--- config.mk ---
export PLATFORM = sky130hd
export DESIGN_NAME = sklt_cell
export DESIGN_NICKNAME = d
export VERILOG_FILES = /design/src/rtl/core/sorted_keyed_latest_table_unit_defines.svh /design/src/rtl/core/sklt_pkg.sv /design/src/rtl/core/sklt_cell.sv
export SDC_FILE = /design/constraint.sdc
export NUM_CORES = 1
export LEC_CHECK = 0
export ABC_AREA = 1
export BUFFER_PORTS_ARGS = -buffer_cell sky130_fd_sc_hd__buf_2
export CAP_MARGIN = 20
export CORE_AREA = 2 2 181 183
export CTS_CLUSTER_SIZE = 28
export DETAILED_ROUTE_END_ITERATION = 16
export DIE_AREA = 0 0 183 185
export SYNTH_ARGS = -nofsm -noshare
export SYNTH_HDL_FRONTEND = slang
export SYNTH_SLANG_ARGS = --single-unit
--- constraint.sdc ---
create_clock -name clk_i -period 3.3 [get_ports clk_i]
set_input_delay 0.33 -clock clk_i [delete_from_list [all_inputs] [get_ports clk_i]]
set_output_delay 0.33 -clock clk_i [all_outputs]
set_load 0.05 [all_outputs]
--- src/rtl/core/sorted_keyed_latest_table_unit_defines.svh ---
// Assertion macros for the sorted keyed latest table unit
`ifndef SORTED_KEYED_LATEST_TABLE_UNIT_DEFINES_SVH
`define SORTED_KEYED_LATEST_TABLE_UNIT_DEFINES_SVH

// check a property on a named clock and active-low reset
`define SKLT_ASSERT_CLK(label, clk, rstn, prop, msg) \
  label: assert property (@(posedge clk) disable iff (!rstn) prop) else $error(msg);

// check a property on the block clock and reset
`define SKLT_ASSERT(label, prop, msg) \
  `SKLT_ASSERT_CLK(label, clk_i, rst_ni, prop, msg)

`endif

--- src/rtl/core/sklt_pkg.sv ---
// Package: shared types and constants of the sorted keyed latest table unit
`timescale 1ns / 1ps
`default_nettype none

package sklt_pkg;

  localparam int KeyW    = 64;
  localparam int TimeW   = 32;
  localparam int HandleW = 16;

  typedef enum logic {
    CMD_INSERT = 1'b0,
    CMD_DRAIN  = 1'b1
  } cmd_e;

  typedef enum logic [2:0] {
    STATUS_ADDED    = 3'd0,
    STATUS_REPLACED = 3'd1,
    STATUS_KEPT     = 3'd2,
    STATUS_IGNORED  = 3'd3,
    STATUS_FULL     = 3'd4,
    STATUS_DRAINED  = 3'd5
  } status_e;

  typedef struct packed {
    cmd_e               command;
    logic [KeyW-1:0]    item_key;
    logic [TimeW-1:0]   check_time;
    logic [HandleW-1:0] message_handle;
    logic               message_present;
  } in_item_t;

  typedef struct packed {
    status_e            status;
    logic [KeyW-1:0]    out_key;
    logic [TimeW-1:0]   out_time;
    logic [HandleW-1:0] out_handle;
    logic               entry_valid;
    logic               last;
  } out_item_t;

  typedef struct packed {
    logic insert;
    logic replace;
    logic shift_out;
  } cell_ctrl_t;

endpackage

`default_nettype wire

--- src/rtl/core/sklt_cell.sv ---
// Table cell: one sorted entry with its compare flags and neighbor shifting
`timescale 1ns / 1ps
`default_nettype none

module sklt_cell #(
  parameter int HandleBits = 16
) (
  input  wire                          clk_i,
  input  wire                          rst_ni,
  input  sklt_pkg::cell_ctrl_t         ctrl_i,
  input  wire  [sklt_pkg::KeyW-1:0]    item_key_i,
  input  wire  [sklt_pkg::TimeW-1:0]   item_time_i,
  input  wire  [HandleBits-1:0]        item_handle_i,
  input  wire                          left_lt_i,
  input  wire                          left_occ_i,
  input  wire  [sklt_pkg::KeyW-1:0]    left_key_i,
  input  wire  [sklt_pkg::TimeW-1:0]   left_time_i,
  input  wire  [HandleBits-1:0]        left_handle_i,
  input  wire                          right_occ_i,
  input  wire  [sklt_pkg::KeyW-1:0]    right_key_i,
  input  wire  [sklt_pkg::TimeW-1:0]   right_time_i,
  input  wire  [HandleBits-1:0]        right_handle_i,
  output logic                         occ_o,
  output logic [sklt_pkg::KeyW-1:0]    key_o,
  output logic [sklt_pkg::TimeW-1:0]   time_o,
  output logic [HandleBits-1:0]        handle_o,
  output logic                         lt_o,
  output logic                         eq_o,
  output logic                         later_o
);

  logic                        occ_q, occ_d;
  logic [sklt_pkg::KeyW-1:0]   key_q, key_d;
  logic [sklt_pkg::TimeW-1:0]  time_q, time_d;
  logic [HandleBits-1:0]       handle_q, handle_d;
  logic                        lt_q, lt_d;
  logic                        eq_q, eq_d;
  logic                        later_q, later_d;

  always_comb begin
    occ_d    = occ_q;
    key_d    = key_q;
    time_d   = time_q;
    handle_d = handle_q;
    if (ctrl_i.shift_out) begin
      occ_d    = right_occ_i;
      key_d    = right_key_i;
      time_d   = right_time_i;
      handle_d = right_handle_i;
    end else if (ctrl_i.insert && !lt_q) begin
      if (left_lt_i) begin
        occ_d    = 1'b1;
        key_d    = item_key_i;
        time_d   = item_time_i;
        handle_d = item_handle_i;
      end else begin
        occ_d    = left_occ_i;
        key_d    = left_key_i;
        time_d   = left_time_i;
        handle_d = left_handle_i;
      end
    end else if (ctrl_i.replace && eq_q && later_q) begin
      time_d   = item_time_i;
      handle_d = item_handle_i;
    end
  end

  assign lt_d    = occ_q && (key_q < item_key_i);
  assign eq_d    = occ_q && (key_q == item_key_i);
  assign later_d = time_q < item_time_i;

  always_ff @(posedge clk_i or negedge rst_ni) begin
    if (!rst_ni) begin
      occ_q   <= 1'b0;
      lt_q    <= 1'b0;
      eq_q    <= 1'b0;
      later_q <= 1'b0;
    end else begin
      occ_q   <= occ_d;
      lt_q    <= lt_d;
      eq_q    <= eq_d;
      later_q <= later_d;
    end
  end

  always_ff @(posedge clk_i) begin
    key_q    <= key_d;
    time_q   <= time_d;
    handle_q <= handle_d;
  end

  assign occ_o    = occ_q;
  assign key_o    = key_q;
  assign time_o   = time_q;
  assign handle_o = handle_q;
  assign lt_o     = lt_q;
  assign eq_o     = eq_q;
  assign later_o  = later_q;

endmodule

`default_nettype wire

==> impl_metrics.py <==
metrics = {
    "global_routing": {
        "grt_remaining_overflow": 0,
        "use_met3_pct": 4.40,
        "first_global_vias": 8644,
        "grt_max_degree": 80,
        "use_met1_pct": 20.9,
        "grt_pass1_wl_um": 46800,
        "grt_usage_pct": 17.9,
        "grt_antenna_before_repair": 3,
        "busiest_layer": "met2",
        "met2_usage_pct": 31.2,
    },
    "worst_setup_path": {
        "path_cells": "nor2_8 -> nand2_4 -> o21ai_0 -> o21ai_1",
        "setup.worst_path.end_class": "register",
        "worst-r2r-setup-slack_ns": 1.27,
        "worstSetupPathType": "register to register",
        "path_max_fanout": 79,
        "cp_slowest_cell": "nand2_4",
        "critPathLaunchType": "register",
        "crit_arrival_ns": 2.17,
        "cpPeakStageDelay_ns": 0.49,
        "cp.required_ns": 3.44,
    },
    "synthesis": {
        "ys_types": 30,
        "synthesis.area_um2": 8320,
        "synth-seq-area-share_pct": 41.6,
        "synthesis.nets": 1486,
        "yosysWarnings": 0,
        "syn_inst": 1047,
        "ys_ff_latch": 116,
        "synth_top_area_cell": "edfxtp_1",
        "yosys.area.top_type_share_pct": 40.4,
        "synthTopCellsByArea": "edfxtp_1, ha_1, nand2_1",
        "synth.avg_cell_area_um2": 7.95,
    },
    "floorplan": {
        "die_h_um": 185,
        "start_util_pct": 26.0,
        "die_area_um2": 33900,
        "die_w_um": 183,
        "rows": 66,
        "io_pins": 460,
        "coreArea_um2": 32000,
    },
    "cells_and_area": {
        "drive_gt1_share_pct": 33.4,
        "fill_cells": 3465,
        "multi_input_area_um2": 4150,
        "final_cell_mix": "buf_2, nand2_1, a21oi_1",
        "seqCellArea_um2": 3460,
        "syn_to_final_growth_pct": 38.8,
        "fin_nets": 1925,
        "final_common_cell": "buf_2",
    },
    "sta": {
        "tns_ns": 0,
        "setup_viol": 0,
        "rsz0062_at_grt": "no",
        "finalCriticalPeriod_ns": 2.03,
        "whs_ns": 0.209,
        "relSlewSlack_pct": 47.4,
        "worst_pin_slew_ns": 0.789,
        "skew_ns": 0.00811,
        "hold_viol_final": 0,
        "fmax_ghz": 0.492,
        "period_share_pct": 61.6,
        "maxSlewViolCount": 0,
    },
    "power": {
        "vdd_drop_max_v": 0.000313,
        "p_leak_nw": 5.98,
        "powerDensity_nw_per_um2": 484,
        "total_power_w": 0.00559,
    },
    "routing": {
        "drt-initial-drc-count": 408,
        "vias": 8813,
        "wl_um": 31100,
        "drt-vias-per-instance": 4.62,
        "first_pass_iters": 5,
        "ant_nets": 0,
        "post-route-drc-count": 0,
        "wl_per_cell_um": 16.3,
    },
    "cts": {
        "cts_inserted_buffers": 17,
        "clk_path_buf_depth": 2,
        "clock_sinks": 116,
        "cts_max_level": 4,
        "clock_latency_ns": 0.41,
        "cts_setup_buffers": 0,
        "cts_root_buf": "clkbuf_16",
        "hold_buffers": 1,
        "clkTransAtPathRegs_ns": 0.06,
        "cts_tree": "built",
        "ctsResizeCount": 0,
    },
    "outcome": {
        "status": "finished, final reports clean",
    },
    "flow_run": {
        "max_cap_violations": 0,
    },
    "placed_design": {
        "hpwlAfterDp_um": 24600,
        "place_congestion": 0.820,
        "numPortBuffers": 459,
    },
    "worst_hold_path": {
        "hp-class": "input pin to register",
    },
}
==> registers in the layout (all words and copies together), names as in the netlist <==
signal	flops
handle_o	16
eq_o	1
lt_o	1
time_o	32
occ_o	1
later_o	1
key_o	64
==> synth_stat cells <==
cell	instances
ha_1	95
nor3_1	5
buf_4	2
o21a_1	3
a31oi_1	17
and3_1	1
edfxtp_1	112
nor3b_1	1
dfrtp_1	4
buf_2	19
nand2_1	251
inv_1	119
a21oi_1	167
nand4_1	5
a21o_1	3
o21ai_1	43
o21ai_0	28
nand2_4	1
buf_6	5
nor3b_2	1
nor2_8	1
buf_1	6
o31ai_1	1
nand3_1	26
inv_2	1
inv_4	1
nor2_1	112
nor2_2	1
clkbuf_2	1
clkbuf_1	15
==> layout make-up <==
class / count / share of cell area, %
multi-input cells: 762 / 36.0
flip-flops and latches: 116 / 30.0
repair buffers: 468 / 20.7
well taps: 408 / 4.42
inverters: 121 / 3.95
clock buffers: 17 / 3.68
clock inverters: 14 / 1.25
diodes: 2 / 0.0433
==> path summary, 6_finish.rpt <==
kind                                   from          to  cells past startpoint
max                                    lt_o  time_o[12]                      4
min                        right_time_i[20]  time_o[20]                      3
max reg2reg                            lt_o  time_o[12]                      4
min reg2reg                           occ_o       occ_o                      2
max in group asynchronous            rst_ni       occ_o                      2
min in group asynchronous            rst_ni        eq_o                      2
==> where the power goes <==
| part | total [W] | internal [W] | switching, W | leakage (nW) |
|---|---|---|---|---|
| Sequential | 0.00193 | 0.00184 | 0.0000979 | 1.17 |
| Clock | 0.00187 | 0.00116 | 0.000706 | 0.276 |
| Combinational | 0.00179 | 0.000539 | 0.00125 | 4.53 |
| Total | 0.00559 | 0.00354 | 0.00205 | 5.98 |
==> per-layer routing <==
metal  up-vias  routed length [um]  part of all wire [%]
met2       399               15000                    48
met1      3949               12500                    40
met4         4                1100                   3.5
met5         -                  24                 0.077
li1       4417                   -                     -
met3        44                2530                   8.2
==> per-stage QoR <==
step | instance area, um2 | setup WS [ns] | std cells | util (%)
finish | 11600 | 1.27 | 1908 | 36.1
global route | 11600 | 1.09 | 1907 | 36.1
CTS | 11500 | 1.29 | 1906 | 36.0
detailed placement | 11000 | 1.11 | 1874 | 34.2
global placement | 11000 | 1.15 | 1874 | 34.2
floorplan | 8320 | 0.684 | 1047 | -
==> cells by family after synthesis <==
| logic type | after synthesis | share of synthesized area [%] |
|---|---|---|
| AO/OA/AOI/OAI | 262 | 16.2 |
| AND/OR/NAND/NOR | 405 | 19.4 |
| flip-flops | 116 | 41.6 |
| adder cells (fa/ha/maj) | 95 | 14.3 |
| buffers and inverters | 169 | 8.49 |
==> worst max-delay path: cells and delay by family (launching register included) <==
kind	cells	cell delay, ns
AO/OA/AOI/OAI	2	0.45
flip-flops	1	0.44
AND/OR/NAND/NOR	2	0.82
(Power assumes the default switching activity.)
